$ cat src/vfv_pkg.sv
package vfv_pkg;

  // one input beat
  typedef struct packed {
    logic [1:0] op;
    logic [3:0] pos_x;
    logic [3:0] pos_y;
    logic [3:0] pos_z;
  } in_item_t;

  // one result beat
  typedef struct packed {
    logic       removed;
    logic [1:0] cell_type;
    logic       cell_visible;
  } out_item_t;

  // operation codes
  typedef enum logic [1:0] {
    OP_FILL   = 2'd0,
    OP_REMOVE = 2'd1,
    OP_READ   = 2'd2
  } op_e;

  // cell type codes
  typedef enum logic [1:0] {
    CT_EMPTY = 2'd0,
    CT_STONE = 2'd1,
    CT_GRASS = 2'd2
  } cell_type_e;

  // face neighbour index
  typedef logic [2:0] nbr_idx_t;

  localparam nbr_idx_t NBR_X_LO = 3'd0;
  localparam nbr_idx_t NBR_X_HI = 3'd1;
  localparam nbr_idx_t NBR_Y_LO = 3'd2;
  localparam nbr_idx_t NBR_Y_HI = 3'd3;
  localparam nbr_idx_t NBR_Z_LO = 3'd4;
  localparam nbr_idx_t NBR_Z_HI = 3'd5;

  // controller to datapath
  typedef struct packed {
    logic     load;
    logic     fill_en;
    logic     cap_read;
    logic     rm_hit;
    logic     rd_nbr;
    logic     wr_nbr;
    nbr_idx_t nbr_idx;
    logic     out_load;
  } ctrl_cmd_t;

  // datapath to controller
  typedef struct packed {
    logic [1:0] op;
    logic       hit;
    logic       fill_last;
    logic       out_free;
  } dp_status_t;

endpackage

$ cat src/vfv_ctrl.sv
module vfv_ctrl
  import vfv_pkg::*;
(
  input  logic       clk_i,
  input  logic       rst_ni,
  input  logic       in_valid_i,
  input  logic [1:0] in_op_i,
  output logic       in_stall_o,
  input  dp_status_t status_i,
  output ctrl_cmd_t  cmd_o
);

  localparam logic [2:0] S_IDLE  = 3'd0;
  localparam logic [2:0] S_FILL  = 3'd1;
  localparam logic [2:0] S_CHECK = 3'd2;
  localparam logic [2:0] S_NBR   = 3'd3;
  localparam logic [2:0] S_DONE  = 3'd4;

  logic [2:0] state_q, state_d;
  nbr_idx_t   nbr_q, nbr_d;

  assign in_stall_o = (state_q != S_IDLE);

  // next state and commands
  always_comb begin
    state_d = state_q;
    nbr_d   = nbr_q;
    cmd_o   = '0;
    unique case (state_q)
      S_IDLE: begin
        if (in_valid_i) begin
          cmd_o.load = 1'b1;
          unique case (in_op_i)
            OP_FILL:   state_d = S_FILL;
            OP_REMOVE: state_d = S_CHECK;
            OP_READ:   state_d = S_CHECK;
            default:   state_d = S_DONE;
          endcase
        end
      end
      S_FILL: begin
        cmd_o.fill_en = 1'b1;
        if (status_i.fill_last) begin
          state_d = S_DONE;
        end
      end
      S_CHECK: begin
        if (status_i.op == OP_READ) begin
          cmd_o.cap_read = 1'b1;
          state_d        = S_DONE;
        end else if (status_i.hit) begin
          cmd_o.rm_hit  = 1'b1;
          cmd_o.rd_nbr  = 1'b1;
          cmd_o.nbr_idx = NBR_X_LO;
          nbr_d         = NBR_X_LO;
          state_d       = S_NBR;
        end else begin
          state_d = S_DONE;
        end
      end
      S_NBR: begin
        // mark the neighbour whose type just arrived, fetch the next one if any
        cmd_o.wr_nbr = 1'b1;
        if (nbr_q == NBR_Z_HI) begin
          state_d = S_DONE;
        end else begin
          cmd_o.rd_nbr  = 1'b1;
          cmd_o.nbr_idx = nbr_q + 3'd1;
          nbr_d         = nbr_q + 3'd1;
        end
      end
      S_DONE: begin
        if (status_i.out_free) begin
          cmd_o.out_load = 1'b1;
          state_d        = S_IDLE;
        end
      end
      default: state_d = S_IDLE;
    endcase
  end

  // state registers
  always_ff @(posedge clk_i or negedge rst_ni) begin
    if (!rst_ni) begin
      state_q <= S_IDLE;
      nbr_q   <= NBR_X_LO;
    end else begin
      state_q <= state_d;
      nbr_q   <= nbr_d;
    end
  end

endmodule

$ cat config.mk
export PLATFORM = sky130hd
export DESIGN_NAME = vfv_ctrl
export DESIGN_NICKNAME = d
export VERILOG_FILES = /design/src/vfv_pkg.sv /design/src/vfv_ctrl.sv
export SDC_FILE = /design/constraint.sdc
export NUM_CORES = 1
export LEC_CHECK = 0
export BUFFER_PORTS_ARGS = -buffer_cell sky130_fd_sc_hd__buf_2
export CORE_AREA = 5 5 42 44
export DETAILED_ROUTE_END_ITERATION = 16
export DIE_AREA = 0 0 47 49
export HOLD_SLACK_MARGIN = 0.15
export PLACE_DENSITY = 0.65
export SLEW_MARGIN = 20
export SYNTH_ARGS = -nofsm -noshare
export SYNTH_HDL_FRONTEND = slang
export SYNTH_SLANG_ARGS = --single-unit
export TNS_END_PERCENT = 30
$ cat constraint.sdc
create_clock -name clk_i -period 1.2 [get_ports clk_i]
set_input_delay 0.24 -clock clk_i [delete_from_list [all_inputs] [get_ports clk_i]]
set_output_delay 0.24 -clock clk_i [all_outputs]
set_load 0.02 [all_outputs]
Word level (Yosys, flattened, before mapping)
Index checks and enable logic that the tools add are counted.

word-level totals
  register bits after elaboration = 6
  bits of input ports = 10
  output and inout port bits = 11

cells by class
  $add $sub $neg = 1
  eq/ne operators = 15
  mux-type cells = 26
  reductions and logical operators = 7

operators by type and width
  operator                                                               count
  3-bit 2-to-1 mux                                                       11
  3-bit one-hot mux with 5 select lines                                  1
  2-bit != test, second input constant                                   7
  3-bit one-hot mux with 2 select lines                                  2
  1-bit 2-to-1 mux                                                       8
  4-bit AND reduction                                                    2
  3-bit by 2-bit equality test with 1-bit output, second input constant  2
  3-bit equality test, second input constant                             2
  2-bit 2-to-1 mux                                                       3
  2-bit equality test, second input constant                             2
  3-bit by 1-bit adder with 3-bit output, second input constant          1
  3-bit by 1-bit equality test with 1-bit output, second input constant  1
  3-bit zero test                                                        1
  3-bit nonzero test                                                     1
  2-bit by 1-bit equality test with 1-bit output, second input constant  1
  2-bit zero test                                                        1
  1-bit one-hot mux with 2 select lines                                  1
  2-bit nonzero test                                                     1
  2-bit OR reduction                                                     1

Longest topological paths before layout
Gate-level depths: netlist (run 1).

  depth after elaboration = 5
  mapped depth = 6
  gate-level depth less buffers = 6

Least setup slack after synthesis (run 1)
No wires, ideal clock.

  path type = register to output
  start point = register state_q[2]
  end point = output cmd_o[5] (netlist bit)
  data arrival time = 1.299 ns
  required time = 0.960 ns
  setup slack = -0.339 ns
  cell stages (with the launch flop) = 5
  path buffers = 0
  path through = dfrtp_1 nand2b_4 nor4b_4 a21oi_2 inv_1

RTL lines
  item                    RTL line        RTL
  start, declared         vfv_ctrl.sv:19  logic [2:0] state_q, state_d;
  start signal, assigned  vfv_ctrl.sv:88  state_q <= state_d;
  end, declared           vfv_ctrl.sv:10  output ctrl_cmd_t cmd_o

==> impl_results.rst, run 1 <==
.. list-table::
   :header-rows: 1

   * - Metric
     - Value
   * - Minimum setup slack in the final design
     - -378 ps
   * - Final worst path period need
     - 1580 ps
   * - Clock latency on the worst-skew pair
     - 250 ps
   * - Clock tree from TritonCTS
     - yes
   * - Half-perimeter wire length of the detailed placement result
     - 960 µm
   * - Combined area of all synthesized cells
     - 455 µm²
   * - Number of DRC violations after detailed-routing iteration 0
     - 5
   * - Max-Slew Margin vs Limit
     - 80.7%
   * - Synthesized flop and latch total
     - 6
   * - Post-Place Worst Slack
     - -175 ps
   * - Minimum hold slack
     - 210 ps
   * - Hold wc startpoint
     - status_i[0]
   * - Largest driver fanout on the critical path
     - 3
   * - GP Congestion
     - roughly 0.73
   * - Worst Path Class, Setup
     - flop to output pin
   * - Clock Path Buffers
     - 2
   * - Fraction of layout cells with a size suffix above 1
     - 71.0%
   * - Number of cell rows
     - 14
   * - Ant diodes
     - 0
   * - Area of the core
     - 1400 µm²
   * - Worst Hold Depth
     - 2
   * - Data required, critical path
     - 960 ps
   * - R2R Setup Slk
     - -220 ps
   * - Vias per cell
     - 4.71
   * - Number of nets produced by synthesis
     - between 60 and 70
   * - Final number of max-transition violations
     - 0
   * - Overall overflow remaining after global route
     - 0
   * - Final core area utilization
     - 63.9%
   * - Non-filler instance count after layout
     - about 110
   * - Number of H-tree branching levels
     - 1
   * - DR vias
     - 513
   * - Maximum number of pins on one net before global-route repair
     - 7
   * - PnR Total Power
     - ~0.0018 W
   * - Failing checks
     - setup timing
   * - Placed instance count
     - 97
   * - Initial core utilization
     - around 33%
   * - Average routed wire per standard cell
     - between 10 and 15 µm
   * - Die Y
     - roughly 49 µm
   * - Filler Cells Inserted
     - 119
   * - Worst Path Arrival
     - about 1300 ps
   * - Post-Route WL
     - 1380 µm
   * - Clock Skew
     - approximately 3.4 ps
   * - Worst flop-to-flop path startpoint
     - state_q[2]$_DFFE_PN0P_
   * - Hold-critical path endpoint
     - state_q[2]$_DFFE_PN0P_
   * - Crit end category
     - output pin
   * - Via count of the first global-routing pass
     - approximately 520
   * - Clock root buffer
     - clkbuf_4
   * - Gate count after technology mapping
     - 52
   * - DRC
     - 0
   * - Max-capacitance violation count
     - 0
   * - Register-to-Register Path Depth
     - 6
   * - Number of warnings printed during yosys synthesis
     - 0
   * - Fraction of the yosys area taken by sequential cells
     - 33.0%
   * - TritonCTS sink count
     - 6
   * - Highest Clock Rate
     - 634 MHz
   * - Combined global-route utilization of all metal layers
     - 13.2%
   * - Area delta synth->final
     - 96.7%
   * - Clock edge transition at the registers on the reported setup and hold paths
     - 40 ps
   * - Number of nets at the end of the flow
     - 109
   * - Power Dens Cells
     - 2000 nW/µm²
   * - Slew at the pin with the worst max-slew slack
     - 289 ps
   * - Number of top-level pins
     - 21
   * - Synthesized area divided by synthesized cell count
     - around 8.8 µm²
   * - Static Leak
     - 0.478 nW
   * - Overall die width
     - 47 µm
   * - Number of antenna violations at the first check in global routing
     - 0
   * - Die Outline Area
     - about 2300 µm²
   * - Post-synthesis cell type count
     - 24
   * - Most common cell after layout, fill and taps aside
     - buf_4
   * - HP Class
     - primary input to flop
   * - IR Drop Worst-Case VDD
     - ~1300 µV
   * - Count of final setup violators
     - 17
   * - Global-route wire length before repair
     - 2170 µm
   * - Pre-Repair DR Iteration Count
     - 3
   * - Startpoint types
     - flop
   * - Run status
     - complete, but fails checks
   * - Number of nets with antenna violations after routing
     - 0
   * - Commonest cells after routing, fill and taps aside
     - buf_4, buf_2, buf_6
   * - Part of the cycle the worst path needs
     - 131%
   * - TritonCTS buffer count
     - 3
   * - RSZ-0062 raised after global routing
     - true
   * - RR Endpoint
     - nbr_q[0]$_DFFE_PN0P_
   * - Number of buffer cells added on primary ports
     - 20
   * - Final Hold Viols
     - 0
-- layout make-up --
class	instances	area, µm²	area share [%]
Timing Repair Buffer	39	298	33.2
Sequential cell	6	153	17.0
Inverter	6	22.5	2.51
Clock buffer	3	22.5	2.51
Tap cell	16	20.0	2.23
Multi-Input combinational cell	39	380	42.5
-- stage by stage --
stage          TNS, ps  instance area [µm²]
3_3_place_gp     -1310                  669
3_5_place_dp     -1690                  669
2_1_floorplan    -2220                  482
4_1_cts          -4540                  825
5_1_grt          -5640                  896
6_report         -4480                  896
-- metal layers --
| metal | wire length, µm | GRT usage, % | up-vias |
|---|---|---|---|
| met4 | 36 | 8.29 | 0 |
| met5 | 0 | 0 | - |
| li1 | - | - | 260 |
| met3 | 51 | 1.11 | 3 |
| met2 | 733 | 21.0 | 12 |
| met1 | 561 | 16.1 | 238 |
-- worst max-delay path, stage by stage, from the launching register on --
cell      delay (ps)
dfrtp_1          390
nand2b_4         160
nor4b_4          290
a21oi_2           70
inv_1             80
buf_6            110
-- report_power, final --
part | internal [W] | total, W | leakage [nW] | switching (W)
Sequential | 0.000282 | 0.000373 | 0.0771 | 0.0000913
Combinational | 0.000652 | 0.00123 | 0.387 | 0.000583
Clock | 0.000113 | 0.000186 | 0.0138 | 0.0000731
Total | 0.00105 | 0.00179 | 0.478 | 0.000747
-- state kept, by name (all words and copies together) (netlist names) --
signal / cells
nbr_q: 3
state_q: 3
-- worst max-delay path by stage --
stage	startpoint	to
2_1_floorplan	state_q[2]$_DFFE_PN0P_	cmd_o[5]
3_5_place_dp	state_q[2]$_DFFE_PN0P_	state_q[0]$_DFFE_PN0P_
6_report	state_q[2]$_DFFE_PN0P_	cmd_o[5]
4_1_cts	state_q[2]$_DFFE_PN0P_	cmd_o[5]
5_1_grt	state_q[2]$_DFFE_PN0P_	cmd_o[5]
3_3_place_gp	nbr_q[0]$_DFFE_PN0P_	cmd_o[2]
-- cell families (layout without fill, tap and decap cells) --
logic type	after synthesis	count (layout)	synth area share [%]
AO/OA/AOI/OAI	11	11	16.8
AND/OR/NAND/NOR	23	23	31.3
adder cells (fa/ha/maj)	4	4	11.0
flip-flops	6	6	33.0
XOR/XNOR	1	1	1.92
buffers and inverters	7	48	6.04
-- cells in the mapped netlist --
master / count / area [µm²]
o21ai_0: 1 / 5.00
and3_1: 1 / 6.26
nand4b_1: 1 / 8.76
a211oi_1: 1 / 7.51
o31ai_1: 1 / 7.51
a21oi_2: 2 / 17.5
a21oi_1: 2 / 10.0
dfrtp_1: 6 / 150
buf_2: 1 / 5.00
ha_1: 4 / 50.1
nand2b_1: 2 / 12.5
nand3_1: 1 / 5.00
nor2_1: 7 / 26.3
o22ai_1: 1 / 6.26
and2_1: 1 / 6.26
nand2b_4: 1 / 13.8
inv_1: 6 / 22.5
xnor2_1: 1 / 8.76
nor4b_4: 1 / 23.8
a21o_1: 3 / 22.5
and3b_1: 1 / 8.76
or3_1: 1 / 6.26
nor3_1: 2 / 10.0
nand2_1: 4 / 15.0
-- timing repair --
action,in CTS,in global routing
setup buffers,3,5
setup endpoints to repair,17,17
endpoints found under the hold margin,6,0
pin swaps,8,5
resized for setup,30,9
hold buffers,1,0
gates cloned,0,0
Note: power is estimated with default switching activity, not from simulation.
==> run 2, diff against run 1 <==
--- a/config.mk
+++ b/config.mk
@@ -15,4 +15,3 @@
 export SYNTH_ARGS = -nofsm -noshare
 export SYNTH_HDL_FRONTEND = slang
 export SYNTH_SLANG_ARGS = --single-unit
-export TNS_END_PERCENT = 30
==> constraint.sdc (replaced) <==
create_clock -name clk_i -period 1.35 [get_ports clk_i]
set_input_delay 0.27 -clock clk_i [delete_from_list [all_inputs] [get_ports clk_i]]
set_output_delay 0.27 -clock clk_i [all_outputs]
set_load 0.02 [all_outputs]
==> impl_results.rst, run 2 (synthesized netlist as in run 1, its figures left out) <==
.. list-table::
   :header-rows: 1

   * - Metric
     - Value
   * - Run status
     - complete, but fails checks
   * - Failing checks
     - setup timing
   * - Die Y
     - 49 µm
   * - Worst Path Class, Setup
     - flop to output pin
   * - Power Dens Cells
     - 1780 nW/µm²
   * - Number of buffer cells added on primary ports
     - 20
   * - Clock latency on the worst-skew pair
     - 240 ps
   * - Commonest cells after routing, fill and taps aside
     - buf_4, buf_2, buf_6
   * - Largest regs
     - nbr_q (3), state_q (3)
   * - Clock Skew
     - 3.05 ps
   * - Number of nets at the end of the flow
     - 110
   * - Number of H-tree branching levels
     - 1
   * - Worst Hold Depth
     - 2
   * - Clock tree from TritonCTS
     - yes
   * - Most common cell after layout, fill and taps aside
     - buf_4
   * - TritonCTS buffer count
     - 3
   * - Crit end category
     - output pin
   * - Filler Cells Inserted
     - 120
   * - Vias per cell
     - between 4 and 5
   * - Max-Slew Margin vs Limit
     - 77.6%
   * - Minimum setup slack in the final design
     - -317 ps
   * - Initial core utilization
     - 32.5%
   * - GP Congestion
     - 0.686
   * - Static Leak
     - 0.472 nW
   * - Count of final setup violators
     - 12
   * - Half-perimeter wire length of the detailed placement result
     - 1010 µm
   * - Met3 track utilization from global routing
     - 2.21%
   * - Ant diodes
     - 0
   * - Final number of max-transition violations
     - 0
   * - Slew at the pin with the worst max-slew slack
     - between 300 and 400 ps
   * - Area delta synth->final
     - 96.2%
   * - Area of the core
     - 1400 µm²
   * - Post-Route WL
     - 1280 µm
   * - DR vias
     - 513
   * - Overall overflow remaining after global route
     - 0
   * - Number of top-level pins
     - 21
   * - Non-filler instance count after layout
     - 110
   * - DRC
     - 0
   * - Final worst path period need
     - 1670 ps
   * - Final Hold Viols
     - 0
   * - Via count of the first global-routing pass
     - 511
   * - Overall die width
     - 47 µm
   * - Pre-Repair DR Iteration Count
     - 2
   * - TritonCTS sink count
     - 6
   * - GRT busiest layer
     - met2
   * - Largest stage delay on the critical path
     - about 400 ps
   * - GR Layer Usage met1
     - 15.6%
   * - Largest driver fanout on the critical path
     - 4
   * - Combined area of the multi-input logic cells
     - 362 µm²
   * - Met2 Usage GRT
     - a little under a fifth
   * - PnR Total Power
     - 0.00159 W
   * - Sequential cell area
     - 153 µm²
   * - Data required, critical path
     - 1080 ps
   * - RSZ-0062 raised after global routing
     - true
   * - IR Drop Worst-Case VDD
     - 974 µV
   * - Combined global-route utilization of all metal layers
     - 12.2%
   * - Register-to-Register Path Depth
     - 5
   * - Clock edge transition at the registers on the reported setup and hold paths
     - around 40 ps
   * - Part of the cycle the worst path needs
     - 124%
   * - Number of nets with antenna violations after routing
     - 0
   * - Clock Path Buffers
     - 2
   * - Average routed wire per standard cell
     - 11.7 µm
   * - Number of DRC violations after detailed-routing iteration 0
     - 5
   * - Worst Path Arrival
     - between 1000 and 1500 ps
   * - Ordered list of cells on the worst path
     - buf_4 > and3b_2 > nand2_4 > nor2_4 > buf_6
   * - Global-route wire length before repair
     - 2040 µm
   * - Maximum number of pins on one net before global-route repair
     - 7
   * - Max-capacitance violation count
     - 0
   * - Fraction of layout cells with a size suffix above 1
     - 67.0%
   * - Highest Clock Rate
     - 600 MHz
   * - HP Class
     - primary input to flop
   * - Die Outline Area
     - 2300 µm²
   * - Clock root buffer
     - clkbuf_4
   * - Number of cell rows
     - 14
   * - Number of antenna violations at the first check in global routing
     - 0
   * - Slowest stage cell on the critical path
     - dfrtp_1
   * - Placed instance count
     - 102
   * - Startpoint types
     - flop
==> run 2: area by class of cell <==
type | count | area share (%)
tap | 16 | 2.24
sequential | 6 | 17.1
timing repair buffer | 40 | 35.2
inverter | 6 | 2.52
multi-input combinational | 39 | 40.5
clock buffer | 3 | 2.52
==> run 2: stage by stage <==
stage | setup TNS (ps) | hold WS, ps | utilization [%] | area, µm² | setup slack, ps
2_1_floorplan | -558 | -25.6 | - | 489 | -218
3_3_place_gp | -509 | 101 | 51.2 | 717 | -99.0
3_5_place_dp | -642 | 104 | 51.2 | 717 | -97.9
4_1_cts | -3020 | 243 | 61.3 | 860 | -323
5_1_grt | -3710 | 252 | 63.7 | 893 | -378
6_report | -2850 | 257 | 63.7 | 893 | -317
==> run 2: where the power goes <==
| part | total, W | internal (W) | switching, W |
|---|---|---|---|
| logic | 0.00109 | 0.000594 | 0.000499 |
| clock network | 0.000163 | 0.000100 | 0.0000630 |
| registers | 0.000336 | 0.000251 | 0.0000854 |
==> run 2: metal layers <==
layer	wire [µm]	share of wire, %
met1	562	44
met2	619	48
met3	78	6.1
met4	22	1.7
met5	0	0
==> run 2: worst paths after layout <==
path	from	slack, ps	endpoint
min in group asynchronous	rst_ni	380	nbr_q[0]$_DFFE_PN0P_
max reg2reg	state_q[2]$_DFFE_PN0P_	-30	state_q[0]$_DFFE_PN0P_
max in group asynchronous	rst_ni	800	state_q[1]$_DFFE_PN0P_
min reg2reg	nbr_q[1]$_DFFE_PN0P_	520	nbr_q[1]$_DFFE_PN0P_
min	status_i[0]	260	state_q[2]$_DFFE_PN0P_
max	state_q[2]$_DFFE_PN0P_	-320	cmd_o[1]
==> run 2: what timing repair did <==
item / CTS / global route
pin swaps: 6 / 2
hold buffers: 1 / 0
buffers inserted: 3 / 2
gates resized for setup: 27 / 6
hold endpoints to repair: 6 / 0
endpoints found under the setup margin: 16 / 16
==> run 2: critical path: cells and delay by family, from the launching register on <==
kind / cells / cell delay [ps]
and+or+nand+nor: 3 / 500
DFF: 1 / 390
buffers and inverters: 2 / 270
